### config.mk
export PLATFORM = sky130hd
export DESIGN_NAME = epoch_reclamation_manager_core
export DESIGN_NICKNAME = d
export VERILOG_FILES = /design/src/hdl/ermgr_pkg.sv /design/src/hdl/ermgr_store.sv /design/src/hdl/ermgr_ctrl.sv /design/src/hdl/epoch_reclamation_manager_core.sv
export SDC_FILE = /design/constraint.sdc
export NUM_CORES = 2
export LEC_CHECK = 0
export BUFFER_PORTS_ARGS = -buffer_cell sky130_fd_sc_hd__buf_2
export CORE_AREA = 2 2 369 371
export CTS_CLUSTER_SIZE = 8
export DETAILED_ROUTE_END_ITERATION = 10
export DIE_AREA = 0 0 371 373
export REMOVE_ABC_BUFFERS = 1
export SLEW_MARGIN = 20
export SYNTH_ARGS = -nofsm -noshare
export SYNTH_HDL_FRONTEND = slang
export SYNTH_SLANG_ARGS = --single-unit
### constraint.sdc
create_clock -name clk -period 13.4 [get_ports clk]
set_input_delay 1.34 -clock clk [delete_from_list [all_inputs] [get_ports clk]]
set_output_delay 1.34 -clock clk [all_outputs]
set_load 0.01 [all_outputs]
### src/hdl/ermgr_pkg.sv
// Shared types and constants for the epoch reclamation manager.
// No dependencies; imported by every module of the block.
`default_nettype none
package ermgr_pkg;

  localparam int THREADS_DEF = 16;
  localparam int EPOCHS_DEF  = 3;

  localparam int EPOCH_W    = 2;
  localparam int CNT_W      = 8;
  localparam int LIMBO_W    = 16;
  localparam int PEND_W     = 18;
  localparam int CMD_W      = 2;
  localparam int TID_W      = 4;
  localparam int THR_W      = 8;
  localparam int ACT_W      = 5;
  localparam int CFG_IDX_W  = 1;
  localparam int CFG_DATA_W = 8;

  localparam logic [LIMBO_W-1:0] LIMBO_MAX     = '1;
  localparam logic [THR_W-1:0]   THRESHOLD_RST = 8'd100;
  localparam logic [ACT_W-1:0]   ACTIVE_RST    = 5'd16;
  localparam logic [EPOCH_W-1:0] EPOCH_RST     = 2'd1;

  localparam logic [CMD_W-1:0] CMD_ENTER  = 2'd0;
  localparam logic [CMD_W-1:0] CMD_EXIT   = 2'd1;
  localparam logic [CMD_W-1:0] CMD_RETIRE = 2'd2;

  localparam logic [CFG_IDX_W-1:0] CFG_UPDATE_THRESHOLD = 1'd0;
  localparam logic [CFG_IDX_W-1:0] CFG_ACTIVE_THREADS   = 1'd1;

  typedef struct packed {
    logic [CMD_W-1:0] command;
    logic [TID_W-1:0] thread_id;
  } in_word_t;

  typedef struct packed {
    logic [EPOCH_W-1:0] current_epoch;
    logic [LIMBO_W-1:0] reclaimed_count;
    logic [PEND_W-1:0]  pending_count;
    logic               epoch_advanced;
  } out_word_t;

  typedef struct packed {
    logic [EPOCH_W-1:0] epoch;
    logic               crit;
    logic [CNT_W-1:0]   cnt;
    logic [PEND_W-1:0]  pend;
  } thr_rec_t;

  localparam int THR_REC_W = $bits(thr_rec_t);

  typedef struct packed {
    logic rd;
    logic wr;
  } mem_ctl_t;

  typedef enum logic [2:0] {
    ST_IDLE,
    ST_TRD,
    ST_SCAN,
    ST_LMB,
    ST_OUT
  } state_t;

endpackage
`default_nettype wire

### src/hdl/ermgr_store.sv
// Single-port-read, single-port-write store with per-entry valid bits.
// Unwritten entries read as zero. Depends on ermgr_pkg.
`default_nettype none
module ermgr_store
  import ermgr_pkg::*;
#(
  parameter int DEPTH = THREADS_DEF,
  parameter int WIDTH = THR_REC_W,
  localparam int AW = (DEPTH > 1) ? $clog2(DEPTH) : 1
) (
  input  wire logic             clk,
  input  wire logic             rst_n,
  input  wire mem_ctl_t         ctl,
  input  wire logic [AW-1:0]    rd_addr,
  input  wire logic [AW-1:0]    wr_addr,
  input  wire logic [WIDTH-1:0] wr_data,
  output logic      [WIDTH-1:0] rd_data
);

  logic [WIDTH-1:0] mem [DEPTH];
  logic [WIDTH-1:0] rd_data_r;
  logic             rd_valid_r;
  logic [DEPTH-1:0] valid_r;

  always_ff @(posedge clk) begin
    if (ctl.wr) begin
      mem[wr_addr] <= wr_data;
    end
    if (ctl.rd) begin
      rd_data_r <= mem[rd_addr];
    end
  end

  always_ff @(posedge clk) begin
    if (!rst_n) begin
      valid_r    <= '0;
      rd_valid_r <= 1'b0;
    end else begin
      if (ctl.wr) begin
        valid_r[wr_addr] <= 1'b1;
      end
      if (ctl.rd) begin
        rd_valid_r <= valid_r[rd_addr];
      end
    end
  end

  assign rd_data = rd_valid_r ? rd_data_r : '0;

endmodule
`default_nettype wire

### src/hdl/ermgr_ctrl.sv
// Sequencer of the reclamation manager: command decode, thread scan,
// limbo update and result register. Depends on ermgr_pkg.
`default_nettype none
module ermgr_ctrl
  import ermgr_pkg::*;
#(
  parameter int THREADS = THREADS_DEF,
  parameter int EPOCHS  = EPOCHS_DEF,
  localparam int TIW = (THREADS > 1) ? $clog2(THREADS) : 1,
  localparam int LIW = $clog2(THREADS * EPOCHS)
) (
  input  wire logic                  clk,
  input  wire logic                  rst_n,
  input  wire logic                  in_valid,
  output logic                       in_ready,
  input  wire in_word_t              in_data,
  output logic                       out_valid,
  input  wire logic                  out_ready,
  output out_word_t                  out_data,
  input  wire logic                  cfg_we,
  input  wire logic [CFG_IDX_W-1:0]  cfg_index,
  input  wire logic [CFG_DATA_W-1:0] cfg_data,
  output mem_ctl_t                   thr_ctl,
  output logic [TIW-1:0]             thr_rd_addr,
  output logic [TIW-1:0]             thr_wr_addr,
  output logic [THR_REC_W-1:0]       thr_wdata,
  input  wire logic [THR_REC_W-1:0]  thr_rdata,
  output mem_ctl_t                   lmb_ctl,
  output logic [LIW-1:0]             lmb_rd_addr,
  output logic [LIW-1:0]             lmb_wr_addr,
  output logic [LIMBO_W-1:0]         lmb_wdata,
  input  wire logic [LIMBO_W-1:0]    lmb_rdata
);

  localparam int XW   = (TIW > TID_W) ? TIW : TID_W;
  localparam int SW   = $clog2(THREADS + 1);
  localparam int CMPW = ((SW > ACT_W) ? SW : ACT_W) + 1;

  function automatic logic [LIW-1:0] slot_of(input logic [TIW-1:0] t,
                                             input logic [EPOCH_W-1:0] e);
    return LIW'(LIW'(t) * LIW'(EPOCHS) + LIW'(e));
  endfunction

  state_t              state_r, state_nxt;
  logic [EPOCH_W-1:0]  ge_r, ge_nxt;
  logic [THR_W-1:0]    thr_r, thr_nxt;
  logic [ACT_W-1:0]    act_r, act_nxt;
  logic                out_valid_r, out_valid_nxt;
  logic                chk_r, chk_nxt;
  logic [SW-1:0]       scan_idx_r, scan_idx_nxt;

  logic [CMD_W-1:0]    cmd_r, cmd_nxt;
  logic [TIW-1:0]      tid_r, tid_nxt;
  logic                rng_r, rng_nxt;
  logic                adv_r, adv_nxt;
  logic                recl_r, recl_nxt;
  logic [LIW-1:0]      slot_r, slot_nxt;
  thr_rec_t            rec_r, rec_nxt;
  out_word_t           res_r, res_nxt;
  out_word_t           out_r, out_nxt;

  logic [XW-1:0]       in_tid_x;
  logic [TIW-1:0]      in_tid;
  logic                in_rng;
  thr_rec_t            rec_in;
  thr_rec_t            rec_w;
  logic [EPOCH_W-1:0]  ge_inc;
  logic                blk;
  logic                scan_done;
  logic                load_out;
  logic [PEND_W-1:0]   pend_w;

  assign in_tid_x  = XW'(in_data.thread_id);
  assign in_tid    = in_tid_x[TIW-1:0];
  assign in_rng    = ({1'b0, in_tid_x} < (XW + 1)'(THREADS));
  assign rec_in    = thr_rec_t'(thr_rdata);
  assign ge_inc    = (ge_r == EPOCH_W'(EPOCHS - 1)) ? '0 : ge_r + EPOCH_W'(1);
  assign blk       = chk_r && rec_in.crit && (rec_in.epoch != ge_r);
  assign scan_done = (CMPW'(scan_idx_r) >= CMPW'(act_r)) ||
                     (CMPW'(scan_idx_r) >= CMPW'(THREADS));
  assign load_out  = !out_valid_r || out_ready;

  assign in_ready  = (state_r == ST_IDLE);
  assign out_valid = out_valid_r;
  assign out_data  = out_r;

  always_comb begin
    state_nxt = state_r;
    case (state_r)
      ST_IDLE: begin
        if (in_valid) begin
          state_nxt = ST_TRD;
        end
      end
      ST_TRD: begin
        if (!rng_r) begin
          state_nxt = ST_OUT;
        end else begin
          case (cmd_r)
            CMD_ENTER: begin
              if (rec_in.epoch != ge_r) begin
                state_nxt = ST_LMB;
              end else if (rec_in.cnt == thr_r) begin
                state_nxt = ST_SCAN;
              end else begin
                state_nxt = ST_OUT;
              end
            end
            CMD_RETIRE: state_nxt = ST_LMB;
            default:    state_nxt = ST_OUT;
          endcase
        end
      end
      ST_SCAN: begin
        if (blk) begin
          state_nxt = ST_OUT;
        end else if (scan_done) begin
          state_nxt = ST_LMB;
        end
      end
      ST_LMB: state_nxt = ST_OUT;
      ST_OUT: begin
        if (load_out) begin
          state_nxt = ST_IDLE;
        end
      end
      default: state_nxt = ST_IDLE;
    endcase
  end

  always_comb begin
    ge_nxt        = ge_r;
    thr_nxt       = thr_r;
    act_nxt       = act_r;
    chk_nxt       = chk_r;
    scan_idx_nxt  = scan_idx_r;
    cmd_nxt       = cmd_r;
    tid_nxt       = tid_r;
    rng_nxt       = rng_r;
    adv_nxt       = adv_r;
    recl_nxt      = recl_r;
    slot_nxt      = slot_r;
    rec_nxt       = rec_r;
    res_nxt       = res_r;
    out_nxt       = out_r;
    out_valid_nxt = out_valid_r && !out_ready;
    rec_w         = rec_r;
    pend_w        = rec_r.pend;
    thr_ctl       = '0;
    thr_rd_addr   = in_tid;
    thr_wr_addr   = tid_r;
    lmb_ctl       = '0;
    lmb_rd_addr   = slot_r;
    lmb_wr_addr   = slot_r;
    lmb_wdata     = '0;

    if (cfg_we) begin
      case (cfg_index)
        CFG_UPDATE_THRESHOLD: thr_nxt = cfg_data[THR_W-1:0];
        CFG_ACTIVE_THREADS:   act_nxt = cfg_data[ACT_W-1:0];
        default: ;
      endcase
    end

    case (state_r)
      ST_IDLE: begin
        thr_ctl.rd = in_valid && in_rng;
        if (in_valid) begin
          cmd_nxt = in_data.command;
          tid_nxt = in_tid;
          rng_nxt = in_rng;
          adv_nxt = 1'b0;
        end
      end
      ST_TRD: begin
        rec_nxt = rec_in;
        res_nxt = '{current_epoch: ge_r, reclaimed_count: '0,
                    pending_count: rng_r ? rec_in.pend : '0, epoch_advanced: 1'b0};
        rec_w   = rec_in;
        if (rng_r) begin
          case (cmd_r)
            CMD_ENTER: begin
              if (rec_in.epoch != ge_r) begin
                recl_nxt    = 1'b1;
                slot_nxt    = slot_of(tid_r, ge_r);
                lmb_rd_addr = slot_nxt;
                lmb_ctl.rd  = 1'b1;
              end else if (rec_in.cnt == thr_r) begin
                scan_idx_nxt = '0;
                chk_nxt      = 1'b0;
              end else begin
                rec_w.crit = 1'b1;
                rec_w.cnt  = rec_in.cnt + CNT_W'(1);
                thr_ctl.wr = 1'b1;
              end
            end
            CMD_EXIT: begin
              rec_w.crit = 1'b0;
              thr_ctl.wr = 1'b1;
            end
            CMD_RETIRE: begin
              recl_nxt    = 1'b0;
              slot_nxt    = slot_of(tid_r, rec_in.epoch);
              lmb_rd_addr = slot_nxt;
              lmb_ctl.rd  = 1'b1;
            end
            default: ;
          endcase
        end
      end
      ST_SCAN: begin
        thr_rd_addr = scan_idx_r[TIW-1:0];
        if (blk) begin
          rec_w.crit = 1'b1;
          rec_w.cnt  = CNT_W'(1);
          thr_ctl.wr = 1'b1;
          res_nxt    = '{current_epoch: ge_r, reclaimed_count: '0,
                         pending_count: rec_r.pend, epoch_advanced: 1'b0};
        end else if (scan_done) begin
          ge_nxt      = ge_inc;
          adv_nxt     = 1'b1;
          recl_nxt    = 1'b1;
          slot_nxt    = slot_of(tid_r, ge_inc);
          lmb_rd_addr = slot_nxt;
          lmb_ctl.rd  = 1'b1;
        end else begin
          thr_ctl.rd   = 1'b1;
          scan_idx_nxt = scan_idx_r + SW'(1);
          chk_nxt      = 1'b1;
        end
      end
      ST_LMB: begin
        if (recl_r) begin
          pend_w      = rec_r.pend - PEND_W'(lmb_rdata);
          lmb_ctl.wr  = 1'b1;
          lmb_wdata   = '0;
          rec_w       = '{epoch: ge_r, crit: 1'b1, cnt: '0, pend: pend_w};
          thr_ctl.wr  = 1'b1;
          res_nxt     = '{current_epoch: ge_r, reclaimed_count: lmb_rdata,
                          pending_count: pend_w, epoch_advanced: adv_r};
        end else begin
          if (lmb_rdata != LIMBO_MAX) begin
            pend_w     = rec_r.pend + PEND_W'(1);
            lmb_ctl.wr = 1'b1;
            lmb_wdata  = lmb_rdata + LIMBO_W'(1);
            rec_w.pend = pend_w;
            thr_ctl.wr = 1'b1;
          end
          res_nxt = '{current_epoch: ge_r, reclaimed_count: '0,
                      pending_count: pend_w, epoch_advanced: 1'b0};
        end
      end
      ST_OUT: begin
        if (load_out) begin
          out_nxt       = res_r;
          out_valid_nxt = 1'b1;
        end
      end
      default: ;
    endcase
    thr_wdata = THR_REC_W'(rec_w);
  end

  always_ff @(posedge clk) begin
    if (!rst_n) begin
      state_r     <= ST_IDLE;
      ge_r        <= EPOCH_RST;
      thr_r       <= THRESHOLD_RST;
      act_r       <= ACTIVE_RST;
      out_valid_r <= 1'b0;
      chk_r       <= 1'b0;
      scan_idx_r  <= '0;
    end else begin
      state_r     <= state_nxt;
      ge_r        <= ge_nxt;
      thr_r       <= thr_nxt;
      act_r       <= act_nxt;
      out_valid_r <= out_valid_nxt;
      chk_r       <= chk_nxt;
      scan_idx_r  <= scan_idx_nxt;
    end
  end

  always_ff @(posedge clk) begin
    cmd_r  <= cmd_nxt;
    tid_r  <= tid_nxt;
    rng_r  <= rng_nxt;
    adv_r  <= adv_nxt;
    recl_r <= recl_nxt;
    slot_r <= slot_nxt;
    rec_r  <= rec_nxt;
    res_r  <= res_nxt;
    out_r  <= out_nxt;
  end

endmodule
`default_nettype wire

### src/hdl/epoch_reclamation_manager_core.sv
// Epoch reclamation manager top level: sequencer plus thread and limbo stores.
// Depends on ermgr_pkg, ermgr_store and ermgr_ctrl.
//
// Usage: one input word (command, thread_id) is taken on in_valid && in_ready
// and yields exactly one result word on the out_ channel. in_ready is high
// only while the sequencer is idle, so one word is worked on at a time.
// A word goes from the read state straight to the output state for exit, an
// unknown command, an out-of-range thread or a plain enter; retire and an enter
// that finds its epoch stale pass through the limbo update between them; an
// enter that reaches the threshold scans threads one per cycle on the thread
// store read port, up to min(active_threads, THREADS) of them, then does the
// limbo update unless a thread critical in another epoch ends the scan early.
// in_ready rises on the same edge as out_valid. The result sits in an output
// register; a stalled receiver holds it there while the next word is accepted
// and processed; that word waits in the final state till the register frees.
// Reset (synchronous, active low) empties both stores through their valid
// bits, sets the global epoch to 1, the threshold to 100 and the scanned
// thread count to 16. cfg_ writes are registered and apply from the next cycle.
`default_nettype none
module epoch_reclamation_manager_core
  import ermgr_pkg::*;
#(
  parameter int THREADS = THREADS_DEF,
  parameter int EPOCHS  = EPOCHS_DEF
) (
  input  wire logic                  clk,
  input  wire logic                  rst_n,
  input  wire logic                  in_valid,
  output logic                       in_ready,
  input  wire in_word_t              in_data,
  output logic                       out_valid,
  input  wire logic                  out_ready,
  output out_word_t                  out_data,
  input  wire logic                  cfg_we,
  input  wire logic [CFG_IDX_W-1:0]  cfg_index,
  input  wire logic [CFG_DATA_W-1:0] cfg_data
);

  localparam int TIW = (THREADS > 1) ? $clog2(THREADS) : 1;
  localparam int LIW = $clog2(THREADS * EPOCHS);

  mem_ctl_t             thr_ctl;
  logic [TIW-1:0]       thr_rd_addr;
  logic [TIW-1:0]       thr_wr_addr;
  logic [THR_REC_W-1:0] thr_wdata;
  logic [THR_REC_W-1:0] thr_rdata;
  mem_ctl_t             lmb_ctl;
  logic [LIW-1:0]       lmb_rd_addr;
  logic [LIW-1:0]       lmb_wr_addr;
  logic [LIMBO_W-1:0]   lmb_wdata;
  logic [LIMBO_W-1:0]   lmb_rdata;

  ermgr_ctrl #(
    .THREADS (THREADS),
    .EPOCHS  (EPOCHS)
  ) u_ctrl (
    .clk         (clk),
    .rst_n       (rst_n),
    .in_valid    (in_valid),
    .in_ready    (in_ready),
    .in_data     (in_data),
    .out_valid   (out_valid),
    .out_ready   (out_ready),
    .out_data    (out_data),
    .cfg_we      (cfg_we),
    .cfg_index   (cfg_index),
    .cfg_data    (cfg_data),
    .thr_ctl     (thr_ctl),
    .thr_rd_addr (thr_rd_addr),
    .thr_wr_addr (thr_wr_addr),
    .thr_wdata   (thr_wdata),
    .thr_rdata   (thr_rdata),
    .lmb_ctl     (lmb_ctl),
    .lmb_rd_addr (lmb_rd_addr),
    .lmb_wr_addr (lmb_wr_addr),
    .lmb_wdata   (lmb_wdata),
    .lmb_rdata   (lmb_rdata)
  );

  ermgr_store #(
    .DEPTH (THREADS),
    .WIDTH (THR_REC_W)
  ) u_thr_store (
    .clk     (clk),
    .rst_n   (rst_n),
    .ctl     (thr_ctl),
    .rd_addr (thr_rd_addr),
    .wr_addr (thr_wr_addr),
    .wr_data (thr_wdata),
    .rd_data (thr_rdata)
  );

  ermgr_store #(
    .DEPTH (THREADS * EPOCHS),
    .WIDTH (LIMBO_W)
  ) u_lmb_store (
    .clk     (clk),
    .rst_n   (rst_n),
    .ctl     (lmb_ctl),
    .rd_addr (lmb_rd_addr),
    .wr_addr (lmb_wr_addr),
    .wr_data (lmb_wdata),
    .rd_data (lmb_rdata)
  );

endmodule
`default_nettype wire

### Word level (Yosys, flattened, before mapping)

Memory sizes are Yosys's and may differ from the RTL's. A register that Yosys moved wholly into a read port is not among the register bits.
Index checks and enable logic that the tools add are counted.

| cells by class | value |
|---|---|
| $add $sub $neg | 9 |
| multipliers | 1 |
| $lt $le $gt $ge | 8 |
| equality and inequality tests | 22 |
| multiplexer cells | 83 |
| bitwise logic cells | 4 |
| reduce and logical (&&, ||, !) cells | 24 |

Operators by type and width:

| kind | number |
|---|---|
| 37-bit case mux with 3 select lines | 1 |
| 16-bit two-way mux | 4 |
| 48-bit OR | 1 |
| 37-bit two-way mux | 1 |
| 18-bit two-way mux | 2 |
| 18-bit case mux with 2 select lines | 1 |
| 35-bit two-way mux | 1 |
| 1-bit two-way mux | 30 |
| 29-bit two-way mux | 1 |
| 9-bit two-way mux | 3 |
| 9-bit case mux with 3 select lines | 1 |
| 5-bit two-way mux | 5 |
| 6-bit case mux with 2 select lines | 2 |
| 18-bit by 1-bit adder with 18-bit output, second input constant | 1 |
| 6-bit by 2-bit adder with 6-bit output | 3 |
| 3-bit two-way mux | 6 |
| 6-bit two-way mux | 3 |
| 1-bit case mux with 2 select lines | 9 |
| 18-bit by 16-bit subtractor with 18-bit output | 1 |
| 16-bit by 1-bit adder with 16-bit output, second input constant | 1 |
| 16-bit != test, second input constant | 1 |
| 16-bit OR | 1 |
| 3-bit case mux with 5 select lines | 1 |
| 6-bit by 7-bit < comparator with 1-bit output, second input constant | 2 |
| other kinds (46) | 69 |

| storage, ports and cells | value |
|---|---|
| bits in registers | 208 |
| memory bits (writable) | 1232 |
| input bits | 20 |
| output and inout bits | 39 |
| logic and storage cells | 181 |
| memories kept | 2 |

Memories:

| memory | words | bits a word | read ports | clocked after Yosys merged registers in | wr ports | RTL line | source |
|---|---|---|---|---|---|---|---|
| u_lmb_store.mem | 48 | 16 | 1 | 1 | 1 | ermgr_store.sv:20 | `logic [WIDTH-1:0] mem [DEPTH];` |
| u_thr_store.mem | 16 | 29 | 1 | 1 | 1 | ermgr_store.sv:20 |  |

### Depth between registers and ports, before layout

| depth | value |
|---|---|
| word-level depth | 8 |
| depth in mapped cells | 19 |
| depth with buffers taken out | 15 |

### Hierarchy

From an unflattened synthesis, not the netlist that was laid out.

| unflattened totals | value |
|---|---|
| cell total of the unflattened synthesis | 3091 |
| area total of the unflattened synthesis | 59404.5 um^2 |

By module, submodules not included:

| module | times used | cells an instance | area an instance (um^2) | seq. area each (um^2) |
|---|---|---|---|---|
| ermgr_store at u_lmb_store | 1 | 1459 | 31901.8 | 24523.5 |
| ermgr_store at u_thr_store | 1 | 779 | 19168.4 | 15144.5 |
| ermgr_ctrl | 1 | 853 | 8334.2 | 3953.8 |

### Worst setup path after synthesis

Ideal clock, no wire load.

| timing | value |
|---|---|
| path kind | reg-to-reg |
| start | register u_thr_store.rd_data_r[27], read port of u_thr_store.mem |
| end | memory u_thr_store.mem[0][19] (netlist bit) (data pin) |
| setup time | 0.386 ns |
| arrival time | 3.963 ns |
| required time | 13.014 ns |
| slack | 9.051 ns |
| stages on the path, launching flop included | 9 |
| buffers on the path | 0 |
| period minus slack after synthesis | 4.349 ns |
| path through | edfxtp_1 > and4bb_1 > a22o_1 > nor3_1 > a21oi_1 > nor2_1 > o21ai_1 > nand2_1 > o21ai_0 |

| between the ends | value |
|---|---|
| longest elaborated chain between the ends | 5 |
| elaborated cells on any way between the ends | 7 |
| classes of those cells | eq/ne (1); mux (5); reduce/logical (1) |

Ends and longest elaborated chain:

| what | RTL line | source |
|---|---|---|
| start: declaration | ermgr_store.sv:21 | `logic [WIDTH-1:0] rd_data_r;` |
| 29-bit two-way mux * | ermgr_store.sv:48 | `assign rd_data = rd_valid_r ? rd_data_r : '0;` |
| 2-bit != test * | ermgr_ctrl.sv:78, ermgr_ctrl.sv:183 |  |
| 9-bit two-way mux or 1-bit logical AND (tied branches) | ermgr_ctrl.sv:183, ermgr_ctrl.sv:78 |  |
| 8-bit two-way mux or 9-bit two-way mux (tied branches) | ermgr_ctrl.sv:181, ermgr_ctrl.sv:213 |  |
| 9-bit case mux with 3 select lines * | ermgr_ctrl.sv:165 | `case (state_r)` |
| net thr_wdata[19] | epoch_reclamation_manager_core.sv:45 | `logic [THR_REC_W-1:0] thr_wdata;` |
| end: declaration | ermgr_store.sv:20 |  |

Mark *: on every way through the listed nets, which the timed path passes. The rest lies on a longest branch.

### Worst setup path in the final report

| timing | value |
|---|---|
| start | register u_ctrl.state_r[1] |
| end | register u_lmb_store.rd_data_r[2], read port of u_lmb_store.mem (data pin) |

| between the ends | value |
|---|---|
| longest elaborated chain between the ends | 2 |
| elaborated cells on any way between the ends | 4 |
| classes of those cells | eq/ne (2); mux (2) |

Ends and longest elaborated chain:

| what | RTL line | source |
|---|---|---|
| start: declaration | ermgr_ctrl.sv:44 | `state_t state_r, state_nxt;` |
| start signal: assignment | ermgr_ctrl.sv:274 | `state_r <= state_nxt;` |
| 3-bit by 2-bit equality test with 1-bit output or 3-bit by 1-bit equality test with 1-bit output (tied branches) | ermgr_ctrl.sv:165 |  |
| 6-bit case mux with 2 select lines or 1-bit case mux with 2 select lines (tied branches) | n/a |  |
| end: declaration | ermgr_store.sv:21 |  |

Parallel ways exist; a longest one is shown, timed or not.
A chain may end at the register's enable or synchronous reset.

==> impl_metrics.json <==
{
  "status": "finished, final reports clean",
  "start_util_pct": 44.8,
  "grt_util_all_layers_pct": 23.3,
  "synth_edf_count": 1389,
  "die_x_um": 371,
  "worstPathRequired_ns": 14.09,
  "drt-pass1-iter-count": 7,
  "place_area_mm2": 0.0630,
  "rsz0062_at_grt": "false",
  "area_delta_synth_final_pct": 14.1,
  "io_pins": 59,
  "synth_seq_cells": 1485,
  "maxSlewHeadroom_pct": 26.3,
  "hold_slack_ns": 0.416,
  "vias_per_cell": 5.84,
  "synth_seq_area_share_pct": 72.4,
  "final_util_pct": 51.1,
  "cts_buffers": 203,
  "cts_root_buf": "clkbuf_16",
  "cts_setup_buffers": 0,
  "dp_hpwl_um": 92000,
  "vdd_drop_max_uv": 152,
  "gp_congestion": 0.884,
  "clkSinkCount": 1485,
  "die_h_um": 373,
  "die_area_mm2": 0.138,
  "syn_area_mm2": 0.0603,
  "total_power_w": 0.0131,
  "ys_types": 79,
  "ys_top_cells_by_area": "edfxtp_1 69%, nand2_1 6.2%, mux4_2 4.5%",
  "p_per_area_mw_per_mm2": 191,
  "port_buffers": 58,
  "ctsHoldBuffers": 0,
  "vias": 37200,
  "final_area_mm2": 0.0688,
  "synth_ff_type": "edfxtp_1",
  "async_reset_ff_share_pct": 0,
  "cts_htree_levels": 4,
  "synth_warnings": 0,
  "min_period_ns": 6.67,
  "routed_wl_um": 162000,
  "grt_pass1_vias": 35100,
  "drc": 0,
  "critPathArrivalTime_ns": 7.36,
  "postSynthCellCount": 4342,
  "grt_max_degree": 143,
  "leakagePower_nw": 22.9,
  "finClkSkew_ns": 0.0492,
  "fin_setup_tns_ns": 0,
  "fp.coreArea_mm2": 0.135,
  "final_max_slew_viol_count": 0,
  "wl_per_cell_um": 25.5,
  "overflow": 0,
  "clk_latency_ns": 0.84,
  "max_freq_mhz": 150,
  "dr.first_iter.drc_count": 4470,
  "critPathLaunchType": "register",
  "finalSetupViolCount": 0,
  "rows": 135,
  "antenna_found_initial": 13,
  "path_max_fanout": 142,
  "grt_pass1_wl_um": 237000,
  "tightest_slew_ns": 1.10,
  "period_share_pct": 49.8,
  "syn_avg_cell_area_um2": 13.9,
  "synth_top_area_share_pct": 69.2,
  "cts_resized": 0,
  "clk_pin_slew_ns": 0.05,
  "yosysTopAreaCell": "edfxtp_1",
  "maxCapViolCount": 0,
  "drive_above_1_share_pct": 13.4,
  "finalHoldViolations": 0,
  "critical_path_class": "reg -> reg",
  "nets": 4536,
  "cts_buffer_depth": 3,
  "antenna_left": 0,
  "min_path_type": "reg -> reg",
  "end_kind": "register",
  "cts_tree": "yes"
}
## area by class of cell
cell class              instances  area [um^2]
inverters                      51          199
clock buffers                 299         5480
flip-flops and latches       1485        43600
diodes                          1         2.50
multi-input cells            2559        15700
fillers                     11100        65800
repair buffers                169         1230
clock inverters                13          283
well taps                    1781         2230
## power breakdown
group	internal, W	leakage, nW	switching (W)
Sequential	0.00527	11.8	0.000109
Clock	0.00279	2.75	0.00189
Combinational	0.000892	8.31	0.00218
## placed cells by master (no fill, tap or decap), drive strengths merged, types with 13 or more instances in the layout
cell type,instances
edfxtp,1389
nand2,992
nand3,508
clkbuf,300
buf,168
nor2,130
mux4,120
dfxtp,96
and2,81
nand4,76
a21oi,73
o21a,67
inv,51
o21ai,46
o22ai,45
a31oi,45
ha,42
a211oi,36
xnor2,33
and3,24
xor2,21
a22oi,19
mux2i,19
or4,18
nor3,17
a21boi,15
clkinv,13
## cells by family (layout without fill, tap and decap cells)
logic type / Yosys count / after routing / share of synthesized area, %
AOI/OAI and AO/OA: 412 / 412 / 4.66
xor gates and xnor gates: 54 / 54 / 0.785
adders and majority gates: 47 / 47 / 1.04
buffers and inverters: 298 / 532 / 2.11
DFF: 1485 / 1485 / 72.4
muxes: 141 / 141 / 4.84
other: 0 / 1 / 0
and+or+nand+nor: 1905 / 1905 / 14.2
## through the flow
stage	setup WS [ns]	instances
2_1_floorplan	-5.22	4095
3_3_place_gp	6.84	6039
3_5_place_dp	6.79	6042
4_1_cts	6.76	6354
5_1_grt	6.23	6358
6_report	6.73	6358
## metal layers
metal | share of wire (%) | track usage [%]
met3 | 8.3 | 4.05
met4 | 2.1 | 6.52
met1 | 45 | 35.4
met5 | 0.046 | 0
met2 | 45 | 34.3
## state kept, by name, summed over array words and instances (netlist names), 3 cells and up, named ones only
name and cells:
u_ctrl.state_r 3, u_lmb_store.mem 768, u_ctrl.out_data 37, u_ctrl.scan_idx_r 5, u_ctrl.thr_r 8, u_ctrl.thr_wr_addr 4
u_ctrl.res_r 37, u_lmb_store.rd_data_r 16, u_thr_store.rd_data_r 29, u_ctrl.rec_r 29, u_thr_store.valid_r 16, u_thr_store.mem 464
u_ctrl.act_r 5, u_lmb_store.valid_r 48, u_ctrl.lmb_wr_addr 5
## worst max-delay path, stage by stage (launching register included)
cell and delay, ns:
dfxtp_1 0.55, or3b_1 0.27, buf_4 0.26, clkinv_1 0.62
and3_1 0.44, a211oi_1 0.24, a31oi_1 0.07, and2_4 0.31
inv_8 0.64, buf_4 0.92, buf_4 0.84, nand2_1 0.12
nand3_1 0.11, nand4_1 0.15, o22ai_1 0.62, or4_1 0.20
## final timing paths
path                          start                  endpoint  slack (ns)  depth (start not counted)
setup reg to reg  u_ctrl.state_r[1]  u_lmb_store.rd_data_r[2]        6.73                         15
hold reg to reg    u_ctrl.res_r[14]       u_ctrl.out_data[14]        0.42                          0
setup / recovery  u_ctrl.state_r[1]  u_lmb_store.rd_data_r[2]        6.73                         15
hold / removal     u_ctrl.res_r[14]       u_ctrl.out_data[14]        0.42                          0
## cell usage after synthesis, drive strengths merged, types with 4 or more instances
| master | n |
|---|---|
| a221oi | 7 |
| o311ai | 4 |
| dfxtp | 96 |
| nand3 | 508 |
| nor2 | 130 |
| mux2i | 19 |
| o21a | 67 |
| nand3b | 10 |
| or3 | 6 |
| o211ai | 5 |
| fa | 5 |
| a211oi | 36 |
| nor2b | 12 |
| o22ai | 45 |
| edfxtp | 1389 |
| xor2 | 21 |
| o21ai | 46 |
| nor4 | 7 |
| nand2 | 992 |
| and2 | 81 |
| nand4 | 76 |
| a221o | 12 |
| and4 | 5 |
| buf | 94 |
| a31oi | 45 |
| a22oi | 19 |
| and3 | 24 |
| ha | 42 |
| mux4 | 120 |
| or4 | 18 |
| clkbuf | 153 |
| inv | 48 |
| nor3 | 17 |
| a22o | 4 |
| nand2b | 12 |
| a21o | 8 |
| xnor2 | 33 |
| a21boi | 15 |
| a21oi | 73 |
(Power assumes the default switching activity.)
